<file path="src/design/mcsef_pkg.sv">
// Shared types and constants of the moment checksum single error fix block.
// No dependencies; every other design file but assert_macros.svh refers to this package.
`timescale 1ns / 1ps

package mcsef_pkg;

	localparam int BLOCK_LEN_DEF = 512;
	localparam int RES_W         = 32;
	localparam int BYTE_W        = 8;
	localparam int POS_W         = 10;

	typedef enum logic [1:0] {
		ST_CLEAN   = 2'd0,
		ST_FIXED   = 2'd1,
		ST_REFUSED = 2'd2
	} status_t;

	typedef struct packed {
		logic [BYTE_W-1:0] byte_value;
		logic              last;
		logic [RES_W-1:0]  ref_sum0;
		logic [RES_W-1:0]  ref_sum1;
		logic [RES_W-1:0]  ref_sum2;
		logic [RES_W-1:0]  ref_sum3;
	} in_t;

	typedef struct packed {
		status_t           status;
		logic [POS_W-1:0]  error_position;
		logic [BYTE_W-1:0] error_delta;
	} out_t;

	typedef enum logic [3:0] {
		OP_NONE  = 4'd0,
		OP_TAKE  = 4'd1,
		OP_ACC1  = 4'd2,
		OP_ACC2  = 4'd3,
		OP_ACC3  = 4'd4,
		OP_ACC4  = 4'd5,
		OP_RES   = 4'd6,
		OP_DIVGO = 4'd7,
		OP_QLAT  = 4'd8,
		OP_PROD1 = 4'd9,
		OP_PROD2 = 4'd10,
		OP_PROD3 = 4'd11,
		OP_LOAD  = 4'd12
	} dp_op_t;

	typedef struct packed {
		dp_op_t  op;
		status_t code;
	} cmd_t;

	typedef struct packed {
		logic full;
		logic all_zero;
		logic d_ok;
		logic div_busy;
		logic q_ok;
		logic sq_ok;
		logic cube_ok;
	} stat_t;

endpackage

</file>
<file path="src/design/moment_checksum_single_error_fix.sv">
// Moment checksum single error fix. Bytes of a block stream in on the byte channel; the block
// keeps four power sums mod 2^32 (v, v*i, v*i^2, v*i^3 with 1-based position i). The byte
// marked last carries the four reference sums; its transfer yields exactly one result on the
// result channel: clean, a located single error (position and delta to subtract mod 256), or
// refused. Other bytes give no result. Bytes past BLOCK_LEN are counted out of the sums.
// Each byte transfer is followed by four steps (M1 to M4) that build the i, i^2, i^3 weights
// in the one shared 32 x CW multiplier and add them into the sums, the byte channel not ready
// meanwhile; once BLOCK_LEN bytes are in, further bytes skip those steps. A last byte then
// runs the residual check (residuals, evaluation, a wait on the 32-step bit-serial divider,
// quotient check, checks P1 to P4, result load; it ends early on a clean or refused outcome)
// before the byte channel is ready again, longer while an earlier result waits. A finished
// result sits in an output register, so the next block streams in while that result waits.
`timescale 1ns / 1ps

module moment_checksum_single_error_fix #(
	parameter int BLOCK_LEN = mcsef_pkg::BLOCK_LEN_DEF
) (
	input  logic            clk,
	input  logic            arst_n,
	input  logic            byte_valid,
	output logic            byte_ready,
	input  mcsef_pkg::in_t  byte_data,
	output logic            result_valid,
	input  logic            result_ready,
	output mcsef_pkg::out_t result_data
);

	// command and status between the sequencer and the datapath
	mcsef_pkg::cmd_t  cmd;
	mcsef_pkg::stat_t stat;

	// hold the sequencer: it owns both handshakes and the result valid flag
	mcsef_ctrl u_ctrl (
		.clk          (clk),
		.arst_n       (arst_n),
		.byte_valid   (byte_valid),
		.byte_last    (byte_data.last),
		.byte_ready   (byte_ready),
		.result_valid (result_valid),
		.result_ready (result_ready),
		.stat         (stat),
		.cmd          (cmd)
	);

	// the datapath keeps the sums, residuals and the result payload register
	mcsef_dp #(
		.BLOCK_LEN (BLOCK_LEN)
	) u_dp (
		.clk     (clk),
		.arst_n  (arst_n),
		.cmd     (cmd),
		.data_in (byte_data),
		.stat    (stat),
		.res     (result_data)
	);

endmodule

</file>
<file path="src/design/mcsef_div.sv">
// Restoring divider, one quotient bit per cycle, for residual / byte delta.
// Depends on mcsef_pkg for the operand widths.
`timescale 1ns / 1ps

module mcsef_div (
	input  logic                          clk,
	input  logic                          arst_n,
	input  logic                          start,
	input  logic [mcsef_pkg::RES_W-1:0]   dividend,
	input  logic [mcsef_pkg::BYTE_W-1:0]  divisor,
	output logic                          busy,
	output logic [mcsef_pkg::RES_W-1:0]   quo,
	output logic [mcsef_pkg::BYTE_W-1:0]  rem
);

	localparam int NW = mcsef_pkg::RES_W;
	localparam int DW = mcsef_pkg::BYTE_W;
	localparam int CNT_W = $clog2(NW + 1);

	logic             busy_q;
	logic [CNT_W-1:0] cnt_q;
	logic [NW-1:0]    num_q;
	logic [DW-1:0]    rem_q;
	logic [DW-1:0]    dvs_q;
	logic [DW:0]      trial;
	logic             fits;

	assign trial = {rem_q, num_q[NW-1]};
	assign fits  = trial >= {1'b0, dvs_q};

	always_ff @(posedge clk or negedge arst_n) begin
		if (!arst_n) begin
			busy_q <= 1'b0;
			cnt_q  <= '0;
		end else if (start) begin
			busy_q <= 1'b1;
			cnt_q  <= CNT_W'(NW);
		end else if (busy_q) begin
			cnt_q <= cnt_q - CNT_W'(1);
			if (cnt_q == CNT_W'(1)) begin
				busy_q <= 1'b0;
			end
		end
	end

	// quotient bits shift in behind the dividend bits
	always_ff @(posedge clk) begin
		if (start) begin
			num_q <= dividend;
			rem_q <= '0;
			dvs_q <= divisor;
		end else if (busy_q) begin
			if (fits) begin
				rem_q <= DW'(trial - {1'b0, dvs_q});
				num_q <= {num_q[NW-2:0], 1'b1};
			end else begin
				rem_q <= trial[DW-1:0];
				num_q <= {num_q[NW-2:0], 1'b0};
			end
		end
	end

	assign busy = busy_q;
	assign quo  = num_q;
	assign rem  = rem_q;

endmodule

</file>
<file path="src/design/mcsef_dp.sv">
// Datapath: byte counter, four power sums, residuals, shared multiplier and checks.
// Depends on mcsef_pkg and mcsef_div; driven by commands from mcsef_ctrl.
`timescale 1ns / 1ps

module mcsef_dp #(
	parameter int BLOCK_LEN = mcsef_pkg::BLOCK_LEN_DEF
) (
	input  logic             clk,
	input  logic             arst_n,
	input  mcsef_pkg::cmd_t  cmd,
	input  mcsef_pkg::in_t   data_in,
	output mcsef_pkg::stat_t stat,
	output mcsef_pkg::out_t  res
);

	localparam int CW = $clog2(BLOCK_LEN + 1);
	localparam int RW = mcsef_pkg::RES_W;
	localparam int BW = mcsef_pkg::BYTE_W;
	localparam int PW = RW + CW;

	logic [CW-1:0] count_q;
	logic [RW-1:0] sum_q [4];
	logic [RW-1:0] ref_q [4];
	logic [RW-1:0] e_q   [4];
	logic [RW-1:0] prod_q;
	logic [CW-1:0] q_q;
	mcsef_pkg::out_t res_q;

	logic          full;
	logic          d_neg;
	logic [BW-1:0] abs_d;
	logic [RW-1:0] abs_n1;
	logic [RW-1:0] mul_a;
	logic [CW-1:0] mul_b;
	logic [PW-1:0] mul_p;
	logic          prod_sel;
	logic [RW:0]   sq_mag;
	logic [RW:0]   sq_val;
	logic [RW-1:0] cube_val;
	logic          div_busy;
	logic [RW-1:0] div_quo;
	logic [BW-1:0] div_rem;

	assign full  = count_q == CW'(BLOCK_LEN);
	assign d_neg = e_q[0][RW-1];
	assign abs_d = d_neg ? (~e_q[0][BW-1:0] + BW'(1)) : e_q[0][BW-1:0];
	assign abs_n1 = e_q[1][RW-1] ? (~e_q[1] + RW'(1)) : e_q[1];

	// one multiplier shared by the sum update and the candidate check
	assign prod_sel = (cmd.op == mcsef_pkg::OP_PROD1) || (cmd.op == mcsef_pkg::OP_PROD2)
		|| (cmd.op == mcsef_pkg::OP_PROD3);
	assign mul_a = (cmd.op == mcsef_pkg::OP_PROD1) ? RW'(abs_d) : prod_q;
	assign mul_b = prod_sel ? q_q : count_q;
	assign mul_p = PW'(mul_a) * PW'(mul_b);

	// d*q^2 is exact below 2^32 in magnitude; apply the sign of d
	assign sq_mag   = {1'b0, prod_q};
	assign sq_val   = d_neg ? (~sq_mag + (RW+1)'(1)) : sq_mag;
	assign cube_val = d_neg ? (~prod_q + RW'(1)) : prod_q;

	mcsef_div u_div (
		.clk      (clk),
		.arst_n   (arst_n),
		.start    (cmd.op == mcsef_pkg::OP_DIVGO),
		.dividend (abs_n1),
		.divisor  (abs_d),
		.busy     (div_busy),
		.quo      (div_quo),
		.rem      (div_rem)
	);

	always_ff @(posedge clk or negedge arst_n) begin
		if (!arst_n) begin
			count_q <= '0;
			sum_q[0] <= '0;
			sum_q[1] <= '0;
			sum_q[2] <= '0;
			sum_q[3] <= '0;
		end else begin
			case (cmd.op)
				mcsef_pkg::OP_TAKE: begin
					if (!full) begin
						count_q  <= count_q + CW'(1);
						sum_q[0] <= sum_q[0] + RW'(data_in.byte_value);
					end
				end
				mcsef_pkg::OP_ACC2: sum_q[1] <= sum_q[1] + prod_q;
				mcsef_pkg::OP_ACC3: sum_q[2] <= sum_q[2] + prod_q;
				mcsef_pkg::OP_ACC4: sum_q[3] <= sum_q[3] + prod_q;
				mcsef_pkg::OP_LOAD: begin
					count_q  <= '0;
					sum_q[0] <= '0;
					sum_q[1] <= '0;
					sum_q[2] <= '0;
					sum_q[3] <= '0;
				end
				default: ;
			endcase
		end
	end

	always_ff @(posedge clk) begin
		case (cmd.op)
			mcsef_pkg::OP_TAKE: begin
				prod_q   <= RW'(data_in.byte_value);
				ref_q[0] <= data_in.ref_sum0;
				ref_q[1] <= data_in.ref_sum1;
				ref_q[2] <= data_in.ref_sum2;
				ref_q[3] <= data_in.ref_sum3;
			end
			mcsef_pkg::OP_ACC1, mcsef_pkg::OP_ACC2, mcsef_pkg::OP_ACC3,
			mcsef_pkg::OP_PROD1, mcsef_pkg::OP_PROD2, mcsef_pkg::OP_PROD3: begin
				prod_q <= mul_p[RW-1:0];
			end
			mcsef_pkg::OP_RES: begin
				e_q[0] <= sum_q[0] - ref_q[0];
				e_q[1] <= sum_q[1] - ref_q[1];
				e_q[2] <= sum_q[2] - ref_q[2];
				e_q[3] <= sum_q[3] - ref_q[3];
			end
			mcsef_pkg::OP_QLAT: q_q <= div_quo[CW-1:0];
			mcsef_pkg::OP_LOAD: begin
				res_q.status <= cmd.code;
				if (cmd.code == mcsef_pkg::ST_FIXED) begin
					res_q.error_position <= mcsef_pkg::POS_W'(q_q);
					res_q.error_delta    <= e_q[0][BW-1:0];
				end else begin
					res_q.error_position <= '0;
					res_q.error_delta    <= '0;
				end
			end
			default: ;
		endcase
	end

	always_comb begin
		stat.full     = full;
		stat.all_zero = (e_q[0] | e_q[1] | e_q[2] | e_q[3]) == '0;
		stat.d_ok     = (e_q[0][BW-1:0] != '0)
			&& ((e_q[0][RW-1:BW] == '0) || (&e_q[0][RW-1:BW]));
		stat.div_busy = div_busy;
		stat.q_ok     = (div_rem == '0) && (e_q[1][RW-1] == d_neg) && (div_quo != '0)
			&& (div_quo <= RW'(count_q));
		stat.sq_ok    = sq_val == {e_q[2][RW-1], e_q[2]};
		stat.cube_ok  = cube_val == e_q[3];
	end

	assign res = res_q;

endmodule

</file>
<file path="src/design/mcsef_ctrl.sv">
// Controller: sequences byte accumulation, residual check and result transfer.
// Depends on mcsef_pkg; drives mcsef_dp through the command struct.
`timescale 1ns / 1ps

module mcsef_ctrl (
	input  logic             clk,
	input  logic             arst_n,
	input  logic             byte_valid,
	input  logic             byte_last,
	output logic             byte_ready,
	output logic             result_valid,
	input  logic             result_ready,
	input  mcsef_pkg::stat_t stat,
	output mcsef_pkg::cmd_t  cmd
);

	typedef enum logic [13:0] {
		S_IDLE = 14'b00000000000001,
		S_M1   = 14'b00000000000010,
		S_M2   = 14'b00000000000100,
		S_M3   = 14'b00000000001000,
		S_M4   = 14'b00000000010000,
		S_RES  = 14'b00000000100000,
		S_EVAL = 14'b00000001000000,
		S_DIV  = 14'b00000010000000,
		S_QCHK = 14'b00000100000000,
		S_P1   = 14'b00001000000000,
		S_P2   = 14'b00010000000000,
		S_P3   = 14'b00100000000000,
		S_P4   = 14'b01000000000000,
		S_DONE = 14'b10000000000000
	} state_t;

	state_t              state_q, state_d;
	mcsef_pkg::status_t  code_q, code_d;
	logic                last_q;
	logic                out_valid_q;
	logic                take;
	logic                out_free;

	assign byte_ready = state_q == S_IDLE;
	assign take       = byte_ready && byte_valid;
	assign out_free   = !out_valid_q || result_ready;

	always_comb begin
		state_d  = state_q;
		code_d   = code_q;
		cmd.op   = mcsef_pkg::OP_NONE;
		cmd.code = code_q;
		case (state_q)
			S_IDLE: begin
				if (take) begin
					cmd.op = mcsef_pkg::OP_TAKE;
					if (!stat.full) begin
						state_d = S_M1;
					end else if (byte_last) begin
						state_d = S_RES;
					end
				end
			end
			S_M1: begin
				cmd.op  = mcsef_pkg::OP_ACC1;
				state_d = S_M2;
			end
			S_M2: begin
				cmd.op  = mcsef_pkg::OP_ACC2;
				state_d = S_M3;
			end
			S_M3: begin
				cmd.op  = mcsef_pkg::OP_ACC3;
				state_d = S_M4;
			end
			S_M4: begin
				cmd.op  = mcsef_pkg::OP_ACC4;
				state_d = last_q ? S_RES : S_IDLE;
			end
			S_RES: begin
				cmd.op  = mcsef_pkg::OP_RES;
				state_d = S_EVAL;
			end
			S_EVAL: begin
				if (stat.all_zero) begin
					code_d  = mcsef_pkg::ST_CLEAN;
					state_d = S_DONE;
				end else if (!stat.d_ok) begin
					code_d  = mcsef_pkg::ST_REFUSED;
					state_d = S_DONE;
				end else begin
					cmd.op  = mcsef_pkg::OP_DIVGO;
					state_d = S_DIV;
				end
			end
			S_DIV: begin
				if (!stat.div_busy) begin
					state_d = S_QCHK;
				end
			end
			S_QCHK: begin
				cmd.op = mcsef_pkg::OP_QLAT;
				if (stat.q_ok) begin
					state_d = S_P1;
				end else begin
					code_d  = mcsef_pkg::ST_REFUSED;
					state_d = S_DONE;
				end
			end
			S_P1: begin
				cmd.op  = mcsef_pkg::OP_PROD1;
				state_d = S_P2;
			end
			S_P2: begin
				cmd.op  = mcsef_pkg::OP_PROD2;
				state_d = S_P3;
			end
			S_P3: begin
				cmd.op = mcsef_pkg::OP_PROD3;
				if (stat.sq_ok) begin
					state_d = S_P4;
				end else begin
					code_d  = mcsef_pkg::ST_REFUSED;
					state_d = S_DONE;
				end
			end
			S_P4: begin
				code_d  = stat.cube_ok ? mcsef_pkg::ST_FIXED : mcsef_pkg::ST_REFUSED;
				state_d = S_DONE;
			end
			S_DONE: begin
				if (out_free) begin
					cmd.op  = mcsef_pkg::OP_LOAD;
					state_d = S_IDLE;
				end
			end
			default: state_d = S_IDLE;
		endcase
	end

	always_ff @(posedge clk or negedge arst_n) begin
		if (!arst_n) begin
			state_q     <= S_IDLE;
			code_q      <= mcsef_pkg::ST_CLEAN;
			last_q      <= 1'b0;
			out_valid_q <= 1'b0;
		end else begin
			state_q <= state_d;
			code_q  <= code_d;
			if (take) begin
				last_q <= byte_last;
			end
			if (cmd.op == mcsef_pkg::OP_LOAD) begin
				out_valid_q <= 1'b1;
			end else if (result_ready) begin
				out_valid_q <= 1'b0;
			end
		end
	end

	assign result_valid = out_valid_q;

endmodule

</file>
<file path="config.mk">
export PLATFORM = sky130hd
export DESIGN_NAME = moment_checksum_single_error_fix
export DESIGN_NICKNAME = d
export VERILOG_FILES = /design/src/design/mcsef_pkg.sv /design/src/design/moment_checksum_single_error_fix.sv /design/src/design/mcsef_div.sv /design/src/design/mcsef_dp.sv /design/src/design/mcsef_ctrl.sv
export SDC_FILE = /design/constraint.sdc
export NUM_CORES = 2
export LEC_CHECK = 0
export ABC_CLOCK_PERIOD_IN_PS = 9200
export BUFFER_PORTS_ARGS = -buffer_cell sky130_fd_sc_hd__buf_2
export CAP_MARGIN = 20
export CORE_UTILIZATION = 25
export CTS_BUF_LIST = sky130_fd_sc_hd__clkbuf_4
export DETAILED_ROUTE_END_ITERATION = 8
export SKIP_LAST_GASP = 1
export SLEW_MARGIN = 20
export SYNTH_ARGS = -nofsm -noshare
export SYNTH_HDL_FRONTEND = slang
export SYNTH_SLANG_ARGS = --single-unit
export TNS_END_PERCENT = 1
</file>
<file path="constraint.sdc">
create_clock -name clk -period 9.2 [get_ports clk]
set_clock_uncertainty 0.15 [all_clocks]
set_input_delay 1.84 -clock clk [delete_from_list [all_inputs] [get_ports clk]]
set_output_delay 1.84 -clock clk [all_outputs]
set_load 0.02 [all_outputs]
</file>
### After elaboration in Yosys (flattened, before gate mapping)

Memories as Yosys holds them, arrays and structs flattened.
Cells that the tools add are included.
W data, S select, Z words.

| cells by class | value |
|---|---|
| add/sub/neg operators | 15 |
| multipliers | 1 |
| $lt $le $gt $ge | 2 |
| eq/ne operators | 40 |
| mux-type cells | 51 |
| bitwise operators | 7 |
| reduce and logical (&&, ||, !) cells | 28 |

Operator list:

| kind | count |
|---|---|
| $pmux W32 S2 | 5 |
| $pmux W14 S14 | 1 |
| $mux W32 | 6 |
| $sub A32 B32 Y32 | 4 |
| $mux W14 | 9 |
| $add A32 B32 Y32 | 3 |
| $or A32 B32 Y32 | 3 |
| $add A32 B1 Y32 const B | 2 |
| $not A32 Y32 | 2 |
| $pmux W4 S12 | 1 |
| $add A33 B1 Y33 const B | 1 |
| $eq A33 B33 Y1 | 1 |
| $mux W33 | 1 |
| $not A32 Y33 | 1 |
| $add A32 B8 Y32 | 1 |
| $eq A32 B32 Y1 | 1 |
| $le A32 B10 Y1 | 1 |
| $logic_not A32 Y1 | 1 |
| $mul A32 B10 Y32 | 1 |
| $reduce_bool A32 Y1 | 1 |
| $logic_not A24 Y1 | 1 |
| $reduce_and A24 Y1 | 1 |
| $eq A4 B4 Y1 const B | 5 |
| $mux W10 | 2 |
| 48 further kinds | 89 |

| word-level totals | value |
|---|---|
| bits in registers | 273 |
| RAM bits | 256 |
| input port bits | 141 |
| output and inout port bits | 22 |
| word-level logic and storage cells | 165 |
| memories | 2 |

Memory list:

| name | depth | width | read ports | clocked after memory_dff | wr ports | RTL line | text |
|---|---|---|---|---|---|---|---|
| u_dp.e_q | 4 | 32 | 4 | 0 | 4 | mcsef_dp.sv:24 | `logic [RW-1:0] e_q [4];` |
| u_dp.ref_q | 4 | 32 | 4 | 0 | 4 | mcsef_dp.sv:23 | `logic [RW-1:0] ref_q [4];` |

### Depth between registers and ports, before layout

An unclocked memory read counts as a cell.

| depth | value |
|---|---|
| depth in word-level cells | 13 |
| gate-level depth with buffers | 35 |
| depth with buffers taken out | 31 |

### Hierarchy

Synthesis repeated with hierarchy kept, for this count alone.

| second synthesis, totals | value |
|---|---|
| cell total of the unflattened synthesis | 4189 |
| area total of the unflattened synthesis | 40744.1 um^2 |

Modules (own cells, without submodules):

| module | times used | cells each | area each (um^2) | sequential area each (um^2) |
|---|---|---|---|---|
| mcsef_dp | 1 | 3860 | 36915.4 | 13002.5 |
| mcsef_div | 1 | 202 | 2677.6 | 1536.5 |
| mcsef_ctrl | 1 | 127 | 1151.1 | 451.7 |

### Worst setup path after synthesis

No wires, ideal clock.

| timing | value |
|---|---|
| path type | input to register |
| from | input byte_valid |
| to | register u_dp.prod_q[31], data pin |
| setup time | 266 ps |
| arrival time | 8935 ps |
| required time | 8784 ps |
| path slack | -151 ps |
| cell stages on the path | 32 |
| buffers on the path | 4 |
| cells stage by stage | nor4bb_1 a21oi_1 or3_1 a21boi_0 buf_2 buf_2 buf_2 nand2_1 o21ai_1 clkbuf_1 nand3_1 fa_1 inv_1 fa_1 fa_1 fa_1 inv_1 fa_1 inv_1 ha_1 and4_1 and2_1 a2111oi_0 a2bb2oi_1 o21ai_0 a21o_1 o21ai_0 nand2b_1 a21oi_1 o21ai_0 xnor2_1 nor2_1 |

| on the way | value |
|---|---|
| cells in the longest elaborated chain, start to end | 9 |
| elaborated cells between the ends (all ways) | 17 |
| those cells by class | 1 x mul; 7 x eq/ne; 5 x mux; 4 x reduce/logical |

RTL lines:

| what | RTL line | text |
|---|---|---|
| from (decl) | moment_checksum_single_error_fix.sv:20 | `input logic byte_valid,` |
| $logic_and A1 B1 Y1 * | mcsef_ctrl.sv:42 | `assign take = byte_ready && byte_valid;` |
| $mux W1 * | mcsef_ctrl.sv:52 | `if (take) begin` |
| $pmux W4 S12 * | mcsef_ctrl.sv:50 | `case (state_q)` |
| $eq A4 B4 Y1, on equally long branches | mcsef_dp.sv:50, mcsef_dp.sv:52, mcsef_dp.sv:103 |  |
| $logic_or A1 B1 Y1 | mcsef_dp.sv:50 | `assign prod_sel = (cmd.op == mcsef_pkg::OP_PROD1) \|\| (cmd.op == mcsef_pkg::OP_PROD2)` |
| $logic_or A1 B1 Y1 | mcsef_dp.sv:51 | `\|\| (cmd.op == mcsef_pkg::OP_PROD3);` |
| $mux W10 | mcsef_dp.sv:53 | `assign mul_b = prod_sel ? q_q : count_q;` |
| $mul A32 B10 Y32 | mcsef_dp.sv:54 | `assign mul_p = PW'(mul_a) * PW'(mul_b);` |
| $pmux W32 S2 * | mcsef_dp.sv:103 | `case (cmd.op)` |
| to (signal assigned) | mcsef_dp.sv:105 | `prod_q <= RW'(data_in.byte_value);` |
| to (signal assigned) | mcsef_dp.sv:113 | `prod_q <= mul_p[RW-1:0];` |
| to (decl) | mcsef_dp.sv:25 | `logic [RW-1:0] prod_q;` |

Every way passes the cells marked *; elsewhere a longest branch is shown, timed or not.
A chain may end at the register's enable or synchronous reset.

### Worst setup path after layout

| timing | value |
|---|---|
| from | register u_ctrl.state_q[6] |
| to | register u_dp.prod_q[30], data pin |

| on the way | value |
|---|---|
| cells in the longest elaborated chain, start to end | 10 |
| elaborated cells between the ends (all ways) | 29 |
| those cells by class | 1 x mul; 19 x eq/ne; 5 x mux; 4 x reduce/logical |

RTL lines:

| what | RTL line | text |
|---|---|---|
| from (decl) | mcsef_ctrl.sv:34 | `state_t state_q, state_d;` |
| from (signal assigned) | mcsef_ctrl.sv:145 | `state_q <= state_d;` |
| $eq A14 B1 Y1 | mcsef_ctrl.sv:41, mcsef_ctrl.sv:50 |  |
| $logic_and A1 B1 Y1 | mcsef_ctrl.sv:42 |  |
| $mux W1 | mcsef_ctrl.sv:52 |  |
| $pmux W4 S12 * | mcsef_ctrl.sv:50 |  |
| $eq A4 B4 Y1, on equally long branches | mcsef_dp.sv:50, mcsef_dp.sv:52, mcsef_dp.sv:103 |  |
| $logic_or A1 B1 Y1 | mcsef_dp.sv:50 |  |
| $logic_or A1 B1 Y1 | mcsef_dp.sv:51 |  |
| $mux W10 | mcsef_dp.sv:53 |  |
| $mul A32 B10 Y32 | mcsef_dp.sv:54 |  |
| $pmux W32 S2 * | mcsef_dp.sv:103 |  |

Marked as above.

==> reports/qor.csv <==
metric,value,unit
worstSetupPathType,reg2reg,
multi_input_area,0.0241,mm^2
postRouteAntennaNets,0,
ys_types,86,
min_from,u_dp.sum_q[30]$_DFFE_PN0P_,
post-synth-top-count-cell,inv_1,
seqCellArea,0.0150,mm^2
clk_latency,1.12,ns
post-route-util,0.292,
total_power,17.1,mW
syn_inst,4337,
clk_pin_slew,0.06,ns
tritoncts,yes,
io_buffers,162,
coreArea,0.163,mm^2
synth_warnings,0,
synth.area.top_cells,"edfxtp_1 (26%), fa_1 (10%), dfrtp_1 (9.9%)",
dieArea,0.166,mm^2
crit_start,u_ctrl.state_q[6]$_DFFE_PN0P_,
detailedRoute.firstIterationViolations,2841,
grt_max_degree,70,
via_count,34000,
synth_seq_cells,529,
synth_top_area_cell,edfxtp_1,
drcViolationCount,0,
start_util,0.252,
fin_tns_setup,0,ns
pre_cts_slack,-0.0922,ns
ys_seq_area_frac,0.365,
start_kind,flip-flop,
rsz0062_at_grt,no,
max_stage_delay,0.55,ns
crit_fanout,17,
whs,0.369,ns
htree_levels,4,
synth_commonest_cells,"inv_1 (433), nand2_1 (405), nor2_1 (389), edfxtp_1 (358), ha_1 (297)",
yosys.area.top_type_share,0.262,
p_per_area,359,mW/mm^2
async_flop_share,0.308,
hold_depth,2,
wl_per_cell,19.3,um
slowest_stage,fa_1,
cts_hold_buf,0,
synth.cell_area,0.0411,mm^2
hp-class,reg2reg,
r2r_start,u_ctrl.state_q[6]$_DFFE_PN0P_,
antenna_found_initial,22,
crit_required,9.84,ns
fmax,118,MHz
fin_crit_sh,0.919,
viasPerCell,4.84,
drt-pass1-iter-count,8,
io_pins,163,
routed_wl,135000,um
drv_cap,0,
min_period,8.45,ns
relSlewSlack,0.278,
drive_gt1_frac,0.129,
nets,5339,
finalHoldViolCount,0,
setup_viol,0,
area_growth,15.7,%
num-fill-cells,17200,
grt_pass1_vias,33300,
grt_usage,0.161,
worst_path_most_repeated_cell,buf_4,
tightestPinTransition,1.07,ns
die_width,407,um
cts-root-buf,clkbuf_4,
cts_max_path_buffers,3,
r2r_cells,30,
gp_congestion,0.929,
leakagePower,21.0,nW
gr-total-overflow,0,
die_y,407,um
avgSynthCellArea,9.48,um^2
setup_ws,0.749,ns
syn_nets,4982,
grt_pass1_wl,204000,um
status,finished clean,
clkSinkCount,529,
synth_edf_count,358,
hpwlAfterDp,105000,um
vdd_drop_max,0.148,mV
slew_violations,0,
worst_setup_path_end_kind,flip-flop,
synth_flop_cell,edfxtp_1,
rows,148,
cts_buffers,156,
critical_path_arrival,9.09,ns
metal layers:
| metal | up-vias | global-route usage | routed length, um | share of wire |
|---|---|---|---|---|
| met1 | 16500 | 0.207 | 58200 | 0.43 |
| met4 | 10 | 0.0617 | 5170 | 0.038 |
| met3 | 290 | 0.0345 | 9430 | 0.070 |
| met5 | - | 0 | 57 | 0.00042 |
| met2 | 1206 | 0.261 | 62600 | 0.46 |
| li1 | 16000 | - | - | - |
cell families (layout without fill, tap and decap cells):
group / count (synthesis) / in the layout / share of synthesized area
DFF: 529 / 529 / 0.365
AOI/OAI and AO/OA: 936 / 936 / 0.142
and+or+nand+nor: 1405 / 1405 / 0.162
xor gates and xnor gates: 390 / 390 / 0.0835
muxes: 21 / 21 / 0.00517
adders and majority gates: 504 / 504 / 0.191
buffers and inverters: 552 / 1043 / 0.0507
other: 0 / 9 / 0
area by class of cell:
| cell class | count | share of cell area |
|---|---|---|
| well taps | 2175 | 0.0572 |
| clock buffers | 234 | 0.0369 |
| inverters | 434 | 0.0344 |
| multi-input cells | 3256 | 0.507 |
| diodes | 9 | 0.000473 |
| clock inverters | 58 | 0.00747 |
| repair buffers | 317 | 0.0417 |
| flip-flops and latches | 529 | 0.315 |
worst max-delay path: cells and delay by family (launching register included):
family / cells / cell delay (ns)
adders and majority gates: 6 / 2.74
AOI/OAI and AO/OA: 9 / 2.46
buffers and inverters: 10 / 1.45
and+or+nand+nor: 4 / 0.80
DFF: 1 / 0.43
xor gates and xnor gates: 1 / 0.16
repair_timing:
| action | 4_1_cts | 5_1_grt |
|---|---|---|
| resized for setup | 0 | 1 |
| setup endpoints to repair | 0 | 1 |
| buffers inserted | 0 | 0 |
path summary, 6_finish.rpt:
path,to,slack [ns]
worst max register to register,u_dp.prod_q[30]$_SDFFCE_PP0P_,0.75
min in group asynchronous,u_dp.count_q[4]$_DFFE_PN0P_,0.61
worst max-delay path,u_dp.prod_q[30]$_SDFFCE_PP0P_,0.75
worst min-delay path,u_dp.sum_q[30]$_DFFE_PN0P_,0.37
max in group asynchronous,u_dp.sum_q[115]$_DFFE_PN0P_,6.85
worst min register to register,u_dp.sum_q[30]$_DFFE_PN0P_,0.37
placed cells by master (no fill, tap or decap), types with 9 or more instances in the layout:
cell type  instances
a211oi_1          25
a21boi_0          10
a21o_1           123
a21oi_1          228
a31oi_1           20
and2_1            41
and3_1            32
buf_2            161
buf_4            155
clkbuf_4         234
clkinv_1          38
dfrtp_1          162
diode_2            9
edfxtp_1         358
fa_1             207
ha_1             297
inv_1            431
mux2i_1           19
nand2_1          405
nand2b_1          54
nand3_1          137
nand4_1           58
nor2_1           388
nor2b_1           47
nor3_1            77
nor4_1            59
o211ai_1          19
o21a_1            59
o21ai_0          287
o21bai_1          21
o31ai_1           38
or2_2             12
or3_1             32
or4_1             13
xnor2_1          204
xor2_1           184
through the flow:
step	cell area (um^2)	instances
2_1_floorplan	41100	4337
3_3_place_gp	45400	6711
3_5_place_dp	45400	6711
4_1_cts	47500	7003
5_1_grt	47600	7010
6_report	47600	7012
where the power goes:
group / leakage, nW / switching (mW) / internal (mW)
sequential: 5.44 / 0.533 / 3.32
clock: 1.24 / 1.11 / 1.26
combinational: 14.4 / 6.39 / 4.45
total: 21.0 / 8.03 / 9.03
sequential cells by signal (all words and copies together) (netlist names), 10 cells and up:
| register | cells |
|---|---|
| u_dp.count_q | 10 |
| u_dp.res | 20 |
| u_dp.q_q | 10 |
| u_dp.e_q | 128 |
| u_dp.u_div.quo | 32 |
| u_dp.ref_q | 128 |
| u_dp.sum_q | 128 |
| u_dp.prod_q | 32 |
| u_ctrl.state_q | 14 |
Power figures use the tool's default switching activity.
